$ cat src/rtl/bpfb_pkg.sv
`default_nettype none

package bpfb_pkg;

    localparam int SOCK_W   = 16;
    localparam int PRIO_W   = 8;
    localparam int PHOTO_W  = 16;
    localparam int ENTRY_W  = SOCK_W + PRIO_W + PHOTO_W;
    localparam int SOCK_LSB  = 0;
    localparam int PRIO_LSB  = SOCK_W;
    localparam int PHOTO_LSB = SOCK_W + PRIO_W;

    typedef enum logic [4:0] {
        ST_IDLE  = 5'b00001,
        ST_SCAN  = 5'b00010,
        ST_DRAIN = 5'b00100,
        ST_LOAD  = 5'b01000,
        ST_OUT   = 5'b10000
    } state_t;

    typedef struct packed {
        logic wr_en;
        logic rd_en;
        logic scan_clr;
        logic load_out;
        logic last_out;
        logic first_round;
    } cmd_t;

endpackage

`default_nettype wire

$ cat src/rtl/bpfb_ctrl.sv
`default_nettype none

module bpfb_ctrl #(
    parameter int SLOTS = 8
) (
    input  wire logic                                   aclk,
    input  wire logic                                   aresetn,
    input  wire logic                                   s_tvalid,
    output logic                                        s_tready,
    output logic                                        m_tvalid,
    input  wire logic                                   m_tready,
    output bpfb_pkg::cmd_t                              cmd,
    output logic [((SLOTS > 1) ? $clog2(SLOTS) : 1)-1:0] wr_addr,
    output logic [((SLOTS > 1) ? $clog2(SLOTS) : 1)-1:0] rd_addr
);
    import bpfb_pkg::*;

    localparam int IW = (SLOTS > 1) ? $clog2(SLOTS) : 1;
    localparam logic [IW-1:0] LAST_IDX = IW'(SLOTS - 1);

    state_t        state_reg, state_next;
    logic [IW-1:0] fill_reg, fill_next;
    logic [IW-1:0] scan_reg, scan_next;
    logic [IW-1:0] round_reg, round_next;

    always_ff @(posedge aclk) begin
        if (!aresetn) begin
            state_reg <= ST_IDLE;
            fill_reg  <= '0;
            scan_reg  <= '0;
            round_reg <= '0;
        end else begin
            state_reg <= state_next;
            fill_reg  <= fill_next;
            scan_reg  <= scan_next;
            round_reg <= round_next;
        end
    end

    always_comb begin
        state_next = state_reg;
        fill_next  = fill_reg;
        scan_next  = scan_reg;
        round_next = round_reg;
        cmd        = '0;
        cmd.first_round = (round_reg == '0);
        cmd.last_out    = (round_reg == LAST_IDX);
        unique case (state_reg)
            ST_IDLE: begin
                if (s_tvalid) begin
                    cmd.wr_en = 1'b1;
                    if (fill_reg == LAST_IDX) begin
                        fill_next  = '0;
                        scan_next  = '0;
                        round_next = '0;
                        state_next = ST_SCAN;
                    end else begin
                        fill_next = fill_reg + IW'(1);
                    end
                end
            end
            ST_SCAN: begin
                cmd.rd_en    = 1'b1;
                // best candidate restarts with the first read of a round
                cmd.scan_clr = (scan_reg == '0);
                if (scan_reg == LAST_IDX) begin
                    state_next = ST_DRAIN;
                end else begin
                    scan_next = scan_reg + IW'(1);
                end
            end
            ST_DRAIN: begin
                state_next = ST_LOAD;
            end
            ST_LOAD: begin
                cmd.load_out = 1'b1;
                state_next   = ST_OUT;
            end
            ST_OUT: begin
                if (m_tready) begin
                    if (round_reg == LAST_IDX) begin
                        state_next = ST_IDLE;
                    end else begin
                        round_next = round_reg + IW'(1);
                        scan_next  = '0;
                        state_next = ST_SCAN;
                    end
                end
            end
            default: begin
                state_next = ST_IDLE;
            end
        endcase
    end

    assign s_tready = (state_reg == ST_IDLE);
    assign m_tvalid = (state_reg == ST_OUT);
    assign wr_addr  = fill_reg;
    assign rd_addr  = scan_reg;

endmodule

`default_nettype wire

$ cat src/rtl/bpfb_datapath.sv
`default_nettype none

module bpfb_datapath #(
    parameter int SLOTS = 8
) (
    input  wire logic                                   aclk,
    input  wire logic                                   aresetn,
    input  wire bpfb_pkg::cmd_t                         cmd,
    input  wire logic [((SLOTS > 1) ? $clog2(SLOTS) : 1)-1:0] wr_addr,
    input  wire logic [((SLOTS > 1) ? $clog2(SLOTS) : 1)-1:0] rd_addr,
    input  wire logic [bpfb_pkg::ENTRY_W-1:0]           wr_data,
    output logic [bpfb_pkg::ENTRY_W-1:0]                out_data,
    output logic                                        out_last
);
    import bpfb_pkg::*;

    localparam int IW = (SLOTS > 1) ? $clog2(SLOTS) : 1;
    localparam int KW = PRIO_W + IW;

    logic [ENTRY_W-1:0] entry_mem [0:SLOTS-1];

    logic [ENTRY_W-1:0] rd_data_reg;
    logic [IW-1:0]      rd_idx_reg;
    logic               rd_vld_reg;

    logic               best_found_reg;
    logic [KW-1:0]      best_key_reg;
    logic [ENTRY_W-1:0] best_data_reg;
    logic [KW-1:0]      last_key_reg;

    logic [ENTRY_W-1:0] out_data_reg;
    logic               out_last_reg;

    logic [KW-1:0]      cand_key;
    logic               cand_ok;
    logic               cand_better;

    always_ff @(posedge aclk) begin
        if (cmd.wr_en) begin
            entry_mem[wr_addr] <= wr_data;
        end
    end

    always_ff @(posedge aclk) begin
        if (cmd.rd_en) begin
            rd_data_reg <= entry_mem[rd_addr];
        end
        rd_idx_reg <= rd_addr;
    end

    always_ff @(posedge aclk) begin
        if (!aresetn) begin
            rd_vld_reg <= 1'b0;
        end else begin
            rd_vld_reg <= cmd.rd_en;
        end
    end

    // key orders by priority, then earlier slot first; keys of one batch are distinct
    assign cand_key    = {rd_data_reg[PRIO_LSB +: PRIO_W], ~rd_idx_reg};
    assign cand_ok     = cmd.first_round || (cand_key < last_key_reg);
    assign cand_better = !best_found_reg || (cand_key > best_key_reg);

    always_ff @(posedge aclk) begin
        if (!aresetn) begin
            best_found_reg <= 1'b0;
        end else if (cmd.scan_clr) begin
            best_found_reg <= 1'b0;
        end else if (rd_vld_reg && cand_ok && cand_better) begin
            best_found_reg <= 1'b1;
        end
    end

    always_ff @(posedge aclk) begin
        if (!cmd.scan_clr && rd_vld_reg && cand_ok && cand_better) begin
            best_key_reg  <= cand_key;
            best_data_reg <= rd_data_reg;
        end
    end

    always_ff @(posedge aclk) begin
        if (cmd.load_out) begin
            out_data_reg <= best_data_reg;
            out_last_reg <= cmd.last_out;
            last_key_reg <= best_key_reg;
        end
    end

    assign out_data = out_data_reg;
    assign out_last = out_last_reg;

endmodule

`default_nettype wire

$ cat src/rtl/batch_priority_flush_buffer.sv
// Collects requests into a store of SLOTS entries and, on the request that
// fills it, sends the whole batch out in descending priority order, equal
// priorities in arrival order, with m_tlast on the final item of the batch.
// Inserts that do not fill the store produce nothing.
// During a flush s_tready stays low; each output item costs one scan of the
// store through the single read port of the entry memory, plus any wait on
// m_tready.
`default_nettype none

module batch_priority_flush_buffer #(
    parameter int SLOTS = 8
) (
    input  wire logic        aclk,
    input  wire logic        aresetn,
    input  wire logic        s_tvalid,
    output logic             s_tready,
    // socket_id [15:0], prio [23:16], photo_id [39:24]
    input  wire logic [39:0] s_tdata,
    output logic             m_tvalid,
    input  wire logic        m_tready,
    // out_socket [15:0], out_prio [23:16], out_photo [39:24]
    output logic [39:0]      m_tdata,
    output logic             m_tlast
);
    import bpfb_pkg::*;

    localparam int IW = (SLOTS > 1) ? $clog2(SLOTS) : 1;

    cmd_t          cmd;
    logic [IW-1:0] wr_addr;
    logic [IW-1:0] rd_addr;

    bpfb_ctrl #(
        .SLOTS (SLOTS)
    ) u_ctrl (
        .aclk     (aclk),
        .aresetn  (aresetn),
        .s_tvalid (s_tvalid),
        .s_tready (s_tready),
        .m_tvalid (m_tvalid),
        .m_tready (m_tready),
        .cmd      (cmd),
        .wr_addr  (wr_addr),
        .rd_addr  (rd_addr)
    );

    bpfb_datapath #(
        .SLOTS (SLOTS)
    ) u_datapath (
        .aclk     (aclk),
        .aresetn  (aresetn),
        .cmd      (cmd),
        .wr_addr  (wr_addr),
        .rd_addr  (rd_addr),
        .wr_data  (s_tdata),
        .out_data (m_tdata),
        .out_last (m_tlast)
    );

endmodule

`default_nettype wire

$ cat config.mk
export PLATFORM = sky130hd
export DESIGN_NAME = batch_priority_flush_buffer
export DESIGN_NICKNAME = d
export VERILOG_FILES = /design/src/rtl/bpfb_pkg.sv /design/src/rtl/bpfb_ctrl.sv /design/src/rtl/bpfb_datapath.sv /design/src/rtl/batch_priority_flush_buffer.sv
export SDC_FILE = /design/constraint.sdc
export NUM_CORES = 1
export LEC_CHECK = 0
export BUFFER_PORTS_ARGS = -buffer_cell sky130_fd_sc_hd__buf_4
export CAP_MARGIN = 20
export CORE_UTILIZATION = 51
export DETAILED_ROUTE_END_ITERATION = 10
export PLACE_DENSITY = 0.68
export SLEW_MARGIN = 20
export SYNTH_ARGS = -nofsm -noshare
export SYNTH_HDL_FRONTEND = slang
export SYNTH_SLANG_ARGS = --single-unit
$ cat constraint.sdc
create_clock -name aclk -period 9.8 [get_ports aclk]
set_input_delay 1.96 -clock aclk [delete_from_list [all_inputs] [get_ports aclk]]
set_output_delay 1.96 -clock aclk [all_outputs]
set_load 0.05 [all_outputs]
---- After elaboration in Yosys (flattened, before gate mapping) ----
Memory sizes are Yosys's and may differ from the RTL's. A register that Yosys moved wholly into a read port is not among the register bits.
Index checks and enable logic that the tools add are counted.
operators by class
  add/subtract/negate cells ............... 3
  $lt $le $gt $ge ......................... 2
  equality and inequality tests ........... 14
  mux-type cells .......................... 22
  bitwise gates (word level) .............. 2
  reduce and logical (&&, ||, !) cells .... 18
operators by type and width
  cell                                                                      count
  5-bit case mux with 5 select lines                                        1
  3-bit two-way mux                                                         8
  5-bit two-way mux                                                         4
  11-bit greater-than comparator                                            1
  11-bit less-than comparator                                               1
  3-bit by 1-bit adder with 3-bit output (second input constant)            3
  3-bit == test (second input constant)                                     3
  3-bit case mux with 3 select lines                                        1
  3-bit logical NOT                                                         2
  2-bit by 1-bit inequality test with 1-bit output (second input constant)  3
  2-bit inequality test (second input constant)                             3
  3-bit case mux with 2 select lines                                        1
  6-bit AND reduction                                                       1
  5-bit by 1-bit == test with 1-bit output (second input constant)          1
  5-bit by 2-bit == test with 1-bit output (second input constant)          1
  5-bit by 3-bit == test with 1-bit output (second input constant)          1
  5-bit by 4-bit == test with 1-bit output (second input constant)          1
  5-bit == test (second input constant)                                     1
  1-bit logical AND                                                         5
  1-bit two-way mux                                                         5
  5-bit AND reduction                                                       1
  2-bit two-way mux                                                         2
  4-bit AND reduction                                                       1
  3-bit NOT                                                                 1
  other kinds (7)                                                           9
word-level totals
  bits in registers ....................... 122
  memory bits (writable) .................. 320
  output and inout bits ................... 43
  memories ................................ 1
memories
  name                  depth  bits a word  rd ports  clocked after Yosys merged registers in  write ports  RTL line             text
  u_datapath.entry_mem  8      40           1         1                                        1            bpfb_datapath.sv:20  logic [ENTRY_W-1:0] entry_mem [0:SLOTS-1];

---- Depth between registers and ports, before layout ----
Gate-level depths: netlist of run 1.
  word-level depth ........................ 6
  mapped depth ............................ 7

---- Cells and area by module ----
From an unflattened synthesis of run 1, not the netlist that was laid out.
second synthesis, totals
  cells, all modules ...................... 790
  area total of the unflattened synthesis .. 17,453.0 µm²
modules (own cells, without submodules)
  module         times used  cells an instance  area an instance (µm²)  seq. area each (µm²)
  bpfb_datapath  1           694                16,584.7                13,523.0
  bpfb_ctrl      1           96                 868.3                   280.3

---- Worst setup path before layout of run 1 ----
No wires, ideal clock.
  path kind ............................... input -> register
  start ................................... input port s_tvalid
  end ..................................... memory u_datapath.entry_mem[0][0] (netlist bit) (enable)
  library setup time ...................... 0.537 ns
  arrival time ............................ 5.837 ns
  required time ........................... 9.263 ns
  setup slack ............................. 3.426 ns
  stages .................................. 2
  buffers on the path ..................... 0
  cells stage by stage .................... nand2_4 nor4_1
between the ends
  cells in the longest elaborated chain, start to end .. 4
ends and longest elaborated chain
  item                                     RTL line                           text
  start, declared                          batch_priority_flush_buffer.sv:15  input wire logic s_tvalid,
  1-bit two-way mux                        bpfb_ctrl.sv:50                    if (s_tvalid) begin
  1-bit two-way mux                        bpfb_ctrl.sv:48                    unique case (state_reg)
  1-bit two-way mux                        bpfb_datapath.sv:39                if (cmd.wr_en) begin
  1-bit two-way mux (implied by the code)  bpfb_datapath.sv:40                entry_mem[wr_addr] <= wr_data;
  end, declared                            bpfb_datapath.sv:20
No other way between the ends.

---- Worst setup path in the final report of run 1 ----
  start ................................... register u_ctrl.state_reg[2]
  end ..................................... output port s_tready
between the ends
  cells in the longest elaborated chain, start to end .. 1
ends and longest elaborated chain
  item                                      RTL line                           text
  start, declared                           bpfb_ctrl.sv:21                    state_t state_reg, state_next;
  start signal, assigned                    bpfb_ctrl.sv:33                    state_reg <= state_next;
  5-bit by 1-bit == test with 1-bit output  bpfb_ctrl.sv:96                    assign s_tready = (state_reg == ST_IDLE);
  end, declared                             batch_priority_flush_buffer.sv:16  output logic s_tready,
No other way between the ends.

==> out/results.txt, run 1 <==
The flow ran to the end, and the final reports show no timing, DRC or antenna violations. Static timing analysis puts the maximum clock frequency at 0.2678 GHz. The logs give 4 for the count of TritonRoute iterations in the first routing pass and 0 for the Yosys warning count. At the end of routability-driven placement, the weighted congestion stood at 0.7946. Measured along the x axis, the die boundary spans 188.0 um. Most common cell after layout, fill and taps aside: edfxtp_1.

For the count of unique library cells instantiated by Yosys, the log shows 47. For this block, the initial DRC count from the detailed router was 606. In this run the power density over the cells is 197.5 nW/um2. At the end of the flow, the number of nets in the layout was 973.

Cell depth of the worst flop-to-flop path: 7. Setup repair after global routing left no endpoint under its margin. The category of the worst setup path capture point is an output port. Sequential group share of total power: 55.2%. In this design, the stage delay of the slowest critical-path cell is 0.36 ns. 87 I/O pins were placed.

The number of antenna violations at the first check in global routing was 0; the total global routing overflow was 0. The region available for standard cell placement spans 33780 um2. STA puts the critical path data arrival time at 1.77 ns. The final setup violation count was 0; the average detailed-routed wire length per instance was 21.26 um.

Highest metal layer with signal wires: met4. OpenSTA, run right after detailed placement, puts the worst setup slack at 6.185 ns. Counting every net in the synthesized netlist gives 859. The total half-perimeter wirelength after legalization and detailed placement was 15.99 mm; the share of synthesized area occupied by flip-flops and latches was 78.27%. The count of input and output buffers was 86. Of all flip-flops after synthesis, the portion carrying an async set or reset was 0%. In this run the tightest slew margin relative to its limit is 28.42%. From synthesis to final layout, the design area changed by 15.00%.

The min-delay analysis places its worst path in the category flip-flop to flip-flop. The signal on the critical path passes through nor3_2 -> and2_1 -> buf_4. The detailed router placed 7629 vias in this run. In the layout the commonest cells are edfxtp_1, buf_4, mux4_1. The logs give 0 for the total count of hold-check failures in the final report and 2387 for the final-layout fill cell count.

The run gives 7748 as the via count of the first global-routing pass. The die covers 35330 um2. The number of hold buffers added after CTS was 0; the max capacitance violation total was 0.

The register with the most flip-flops in the layout has 320 of them. The clock period minus final worst setup slack is 3.734 ns, and the number of flip-flops and latches in the synthesized netlist is 466. The worst hold path was traced through 0 stages.

The longest clock path from root to sink contains 3 buffers. The run gives 466 as the total number of clock tree sinks. The H-tree was split into 2 levels. TritonCTS created 47 clock buffers. The post-CTS clock slew at the launch and capture registers of the worst setup and hold paths is 0.06 ns.

Once the clock tree was built, the resizer swapped 0 gates to a different size. The part of the cycle the worst path needs is 38.10%. Slowest cell on the critical path: dfxtp_1. The leakage power of the design was 0.006765 uW. The required time of the critical path is 7.84 ns. For the DRC violation count after routing, the log shows 0. For flop-to-flop paths, the worst setup slack is 6.89 ns. Setup slack closes at 6.066 ns. Dividing the synthesized area by the synthesized cell count gives 22.44 um2. For the worst-skew pair, the clock arrives at the later sink with an insertion delay of 0.55 ns.

Leading register cell type out of synthesis: edfxtp_1. Clock root buffer: clkbuf_16. In the final routing, the length of wire on met1 measures 13.51 mm. The switching share of power was 19.04%. The share of total power dissipated in the clock network is 42.8%. IR analysis of the VDD net gives a maximum drop of 0.0001350 V.

The final core utilization is 60.03%. In the final layout, the share of cells above drive strength 1 is 26.76%. The logs give 0 for the final number of max-transition violations and 67 for the site row count. The tools report the residual antenna-violating net count after detailed routing as 0. Entering global routing, the biggest net connects 74 pins.

The number of setup buffers added after CTS is 0. In the detailed route, the total length drawn on met2 is 14.10 mm. The initial utilization of the core area, before any placement, comes to 52.20%.

For this block, the routed nets add up to 29.47 mm of wire. Across all hold checks on the routed design, the worst slack comes to 0.4159 ns. The run gives 17.02% as the global-route total usage across every layer. After detailed routing, the number of vias per cell comes to 5.504. On the final layout, the worst clock skew is 0.01978 ns. The internal power of the cells was 3243 uW; the total negative slack for setup checks was 0 ns. The type of the worst setup path was flip-flop to output port. The run gives 786 as the number of standard cells after synthesis. The slew of the pin with the lowest slew margin came out at 1.074 ns. More flip-flops sit in one register than any other, and that register is u_datapath.entry_mem. The area of the mapped netlist was 17640 um2; the share of power burned in combinational logic was 2.0%.

In this run, synthesis inferred 447 flip-flops with an integrated enable. The peak fanout along the critical path was 6; the wire length on met3 was 1.323 mm. The kind of launch point of the worst setup path is a flip-flop.

For the switching power summed over all nets, the log shows 762.7 uW. The die extent in y was 188.0 um; the number of diodes was 0. The tools report the wire length of the first global-routing pass as 45.29 mm.

TritonCTS built the clock tree.
-- cell type report --
class | count | area, um2 | area share, %
repair buffers | 100 | 750.7 | 3.702
inverters | 30 | 112.6 | 0.5552
flip-flops and latches | 466 | 13810 | 68.10
clock inverters | 30 | 269.0 | 1.326
multi-input cells | 255 | 3541 | 17.46
well taps | 448 | 560.5 | 2.764
clock buffers | 57 | 1235 | 6.089
-- final timing paths --
path / start / to
max: u_ctrl.state_reg[2] / s_tready
min: u_datapath.best_data_reg[24] / u_datapath.out_data[24]
max reg2reg: u_datapath.rd_data_reg[19] / u_datapath.best_data_reg[26]
min reg2reg: u_datapath.best_data_reg[24] / u_datapath.out_data[24]
-- synthesized netlist by cell type (3+ instances only) --
| master | number | area (um2) |
|---|---|---|
| edfxtp_1 | 447 | 13420 |
| mux4_1 | 60 | 1577 |
| mux2_2 | 40 | 450.4 |
| inv_1 | 30 | 112.6 |
| ha_1 | 29 | 362.9 |
| mux4_2 | 20 | 450.4 |
| dfxtp_1 | 19 | 380.4 |
| nand2_1 | 13 | 48.80 |
| o21ai_0 | 13 | 65.06 |
| buf_6 | 10 | 112.6 |
| nand3_1 | 10 | 50.05 |
| buf_1 | 9 | 33.78 |
| a21oi_1 | 8 | 40.04 |
| buf_4 | 8 | 60.06 |
| nor2_1 | 8 | 30.03 |
| clkbuf_1 | 6 | 22.52 |
| nand4_1 | 6 | 37.54 |
| nor3_1 | 5 | 25.02 |
| and3_1 | 4 | 25.02 |
| nand2b_1 | 4 | 25.02 |
| and2_1 | 3 | 18.77 |
| nor2b_1 | 3 | 18.77 |
| o21a_1 | 3 | 22.52 |
-- metal layers --
metal / track usage, % / vias up
li1: - / 3498
met2: 27.38 / 180
met5: 0 / -
met3: 2.789 / 42
met1: 24.16 / 3909
met4: 5.159 / 0
-- kinds of logic after synthesis --
group	share of synthesized area, %
AOI/OAI and AO/OA	1.405
xor gates and xnor gates	0.04967
adders and majority gates	2.057
buffers and inverters	1.994
DFF	78.27
muxes	14.05
and+or+nand+nor	2.178
-- power groups by stage --
stage	Sequential (uW)	Clock [uW]	Combinational (uW)
after global routing	2210	1830	87.1
after floorplan	2250	0	33.8
after global placement	2250	0	78.9
final	2210	1720	79.8
after detailed placement	2250	0	81.0
after CTS	2210	1760	81.6
-- critical path, delay by kind of cell (launching register included) --
family	cells	cell delay, ns
simple gates	2	0.61
flops	1	0.36
buf+inv	1	0.27
-- stage by stage --
step / total power (uW) / std cells / area [um2]
after floorplan: 2287 / 786 / 17640
after global placement: 2330 / 1299 / 18780
after detailed placement: 2333 / 1299 / 18780
after CTS: 4047 / 1386 / 20280
after global routing: 4124 / 1386 / 20280
final: 4006 / 1386 / 20280
(Power assumes the default switching activity.)
==> run 2: changes to the inputs <==
--- a/config.mk
+++ b/config.mk
@@ -9,7 +9,7 @@
 export CAP_MARGIN = 20
 export CORE_UTILIZATION = 51
 export DETAILED_ROUTE_END_ITERATION = 10
-export PLACE_DENSITY = 0.68
+export PLACE_DENSITY = 0.71
 export SLEW_MARGIN = 20
 export SYNTH_ARGS = -nofsm -noshare
 export SYNTH_HDL_FRONTEND = slang
==> constraint.sdc (replaced) <==
create_clock -name aclk -period 3.2 [get_ports aclk]
set_input_delay 0.64 -clock aclk [delete_from_list [all_inputs] [get_ports aclk]]
set_output_delay 0.64 -clock aclk [all_outputs]
set_load 0.05 [all_outputs]
==> run 2 against run 1 <==
Wire length up 6.9%. Via count up 1.7%. Combinational power rose to 3.1 times the previous value. Register-to-register slack worse by 6.3 ns. Largest cell class unchanged. Critical path depth up 4. Non-clock buffer count up 7.
==> out/results.txt, run 2 (synthesized netlist as in run 1, its figures left out) <==
Count of TritonRoute iterations in the first routing pass: 5 (+1). The library cells used most frequently in the layout, excluding fill and tap cells, are edfxtp_1, buf_4, mux4_1. For the number of antenna violations at the first check in global routing, the log shows 1 (+1). The tools report the maximum resistive drop on vdd as 0.0003507 V (+160%). The biggest cell delay along the critical path was 0.43 ns (+0.07 ns).

The leakage power of the design came out at 0.006733 uW (-0.46%). The number of buffers on the longest clock path is 3 (unchanged). Final number of max-transition violations: 0 (unchanged).

The logs give 1306 (+0.54%) for the number of placed instances, taps included and 3.39 ns (-4.45 ns) for the required time of the critical path. Leaving out fill and tap cells, the most frequent cell in the layout is edfxtp_1. The run gives 67 (unchanged) as the site row count.

The final net count was 978 (+0.51%); the post-CTS clock slew at the launch and capture registers of the worst setup and hold paths was 0.06 ns (about the same). The global-route total usage across every layer is 18.25% (+1.2 points), and the source-to-sink clock delay at the later pin of the worst-skew pair is 0.55 ns (about the same). Peak fanout along the critical path: 27 (+21).

The critical path goes through ha_1 -> a21o_1 -> a221o_1 -> a211oi_1 -> o21ai_0 -> a21oi_4 -> buf_4. The tools report the final routed wirelength across all metal layers as 31.52 mm (+6.9%). The type of the worst setup path was flip-flop to flip-flop.

Setup repair after global routing left no endpoint under its margin. The number of gates resized after cts was 0 (unchanged). The final core utilization is 60.01% (about the same). The total negative slack for setup checks is 0 ns (unchanged), and the maximum clock skew at final layout is 0.01235 ns (-0.007428 ns). The total global routing overflow came out at 0 (unchanged). The logs give 35330 um2 (unchanged) for the die area and 33780 um2 (unchanged) for the core region area. The run gives 57.2% (+2.0 points) as the sequential group share of total power. The pin count of the biggest net entering global routing was 46 (-38%); the share of final-layout standard cells stronger than drive strength 1 was 26.17% (-0.59 points).

For the headroom to the max-slew limit, the log shows 55.75% (+27 points). The synthesis-to-finish area growth is 14.95% (about the same), and the number of buffers created by CTS is 45 (-4.3%). The non-filler instance count after layout came out at 1388 (+0.14%). The run gives 0 (unchanged) as the residual antenna-violating net count after detailed routing.

The die width came out at 188.0 um (unchanged). The min-delay analysis places its worst path in the category input pin to flip-flop. The switching power summed over all nets is 2253 uW (+200%), and the total vias in the final route is 7760 (+1.7%). The maximum level of the CTS H-tree was 2 (unchanged); the clock period minus final worst setup slack was 2.625 ns.

The share of power burned in combinational logic came out at 2.1% (about the same). The die extent in y is 188.0 um (unchanged), and the power density of the placed cells is 583.5 nW/um2 (+200%). The tools report the max capacitance violation total as 0 (unchanged). The slowest cell on the critical path was edfxtp_1. The tools report the highest achievable clock rate as 0.3809 GHz. Among cell families on the critical path, the largest total delay comes from compound AO/OA/AOI/OAI gates. The mean number of vias per cell was 5.591 (+1.6%); the internal power of the cells was 9576 uW (+200%). Worst path buffer plus inverter count: 1 (unchanged). The weighted congestion reported at the end of routability-driven placement is 0.7878 (-0.86%), and the switching share of power is 19.04% (about the same).

The logs give 0 (unchanged) for the number of diodes and 0 (unchanged) for the number of hold buffers added after CTS. The final critical path takes up 82.04% of the cycle. The flow ran to the end, and the final reports show no timing, DRC or antenna violations. The average detailed-routed wire length per instance was 22.71 um (+6.8%); the total half-perimeter wirelength after legalization and detailed placement was 16.89 mm (+5.6%). The final critical-path setup slack was 0.5746 ns (-5.492 ns). The tools report the fraction of power consumed by the clock network as 40.7% (-2.1 points). Final setup violation count: 0 (unchanged). The flip-flop count of the largest register after layout is 320 (unchanged). The logs give 2.82 ns (+1.05 ns) for the signal arrival time at the worst endpoint and 87 (unchanged) for the number of top-level pins. The count of input and output buffers was 86 (unchanged). STA classifies the critical path endpoint as a flip-flop.

The tools report the post-CTS setup repair buffer count as 0 (unchanged). The via count of the first global-routing pass was 7882 (+1.7%); the total number of clock tree sinks was 466 (unchanged). Wire length of the first global-routing pass: 47.41 mm (+4.7%). TritonCTS built the clock tree. The slew of the pin with the lowest slew margin was 0.6554 ns (-0.4184 ns). The clock root buffer is clkbuf_16. The DRC violation count after routing was 0 (unchanged). Total count of hold-check failures in the final report: 0 (unchanged). The worst hold slack is 0.3229 ns (-0.09304 ns), and the initial core utilization is 52.20% (unchanged). The tools report the starting DRC count in detailed routing as 565 (-6.8%). Kind of launch point of the worst setup path: a flip-flop. The logs give 2316 (-3.0%) for the final-layout fill cell count and 0.5979 ns (-5.587 ns) for the placement-stage worst setup slack.

u_datapath.entry_mem holds more flip-flops than any other register.
==> run 2: cell types whose count changed in the layout (fill, tap and decap cells not counted), moves of 2 or more <==
| cell | delta |
|---|---|
| buf_12 | +7 |
| bufinv_16 | -4 |
| clkbuf_1 | +7 |
| clkinv_2 | -5 |
| clkinv_4 | -2 |
==> run 2: power groups by stage <==
stage                     registers [uW]  clock network, uW  logic [uW]
after floorplan                     6900                  0         104
after global placement              6890                  0         243
after detailed placement            6900                  0         250
after CTS                           6770               4920         252
after global routing                6770               5140         269
final                               6770               4810         247
==> run 2: final timing paths <==
check                                                    end  slack (ns)  cells after the start                        from
worst min-delay path              u_datapath.entry_mem[7][4]        0.32                      1                  s_tdata[4]
worst max-delay path            u_datapath.best_data_reg[14]        0.57                      7  u_datapath.rd_data_reg[17]
worst max register to register  u_datapath.best_data_reg[14]        0.57                      7  u_datapath.rd_data_reg[17]
worst min register to register   u_datapath.best_data_reg[6]        0.42                      0   u_datapath.rd_data_reg[6]
==> run 2: through the flow <==
step / cell area, um2 / total power, uW
finish: 20270 / 11830
global route: 20270 / 12180
CTS: 20270 / 11940
detailed placement: 18930 / 7147
global placement: 18930 / 7135
floorplan: 17650 / 7002
==> run 2: routing by layer <==
layer  routed length (um)  global-route usage (%)  up-vias  share of wire, %
met5                   13                       0        -             0.041
met1                13790                   25.28     4003                44
met3                 2002                   4.211       33               6.4
li1                     -                       -     3494                 -
met4                  471                   4.753        2               1.5
met2                15240                   29.44      228                48
==> run 2: cell type report <==
type | count | area, um2 | share of cell area, %
multi-input cells | 255 | 3556 | 17.54
inverters | 30 | 112.6 | 0.5555
well taps | 448 | 560.5 | 2.765
flip-flops and latches | 466 | 13810 | 68.13
clock buffers | 64 | 1250 | 6.166
clock inverters | 18 | 90.09 | 0.4444
repair buffers | 107 | 890.9 | 4.395
==> run 2: worst reg2reg max path: cells and delay by family (launching register included) <==
| family | cells | cell delay, ns |
|---|---|---|
| AOI/OAI and AO/OA | 5 | 1.11 |
| buffers and inverters | 1 | 0.41 |
| DFF | 1 | 0.43 |
| adders and majority gates | 1 | 0.31 |
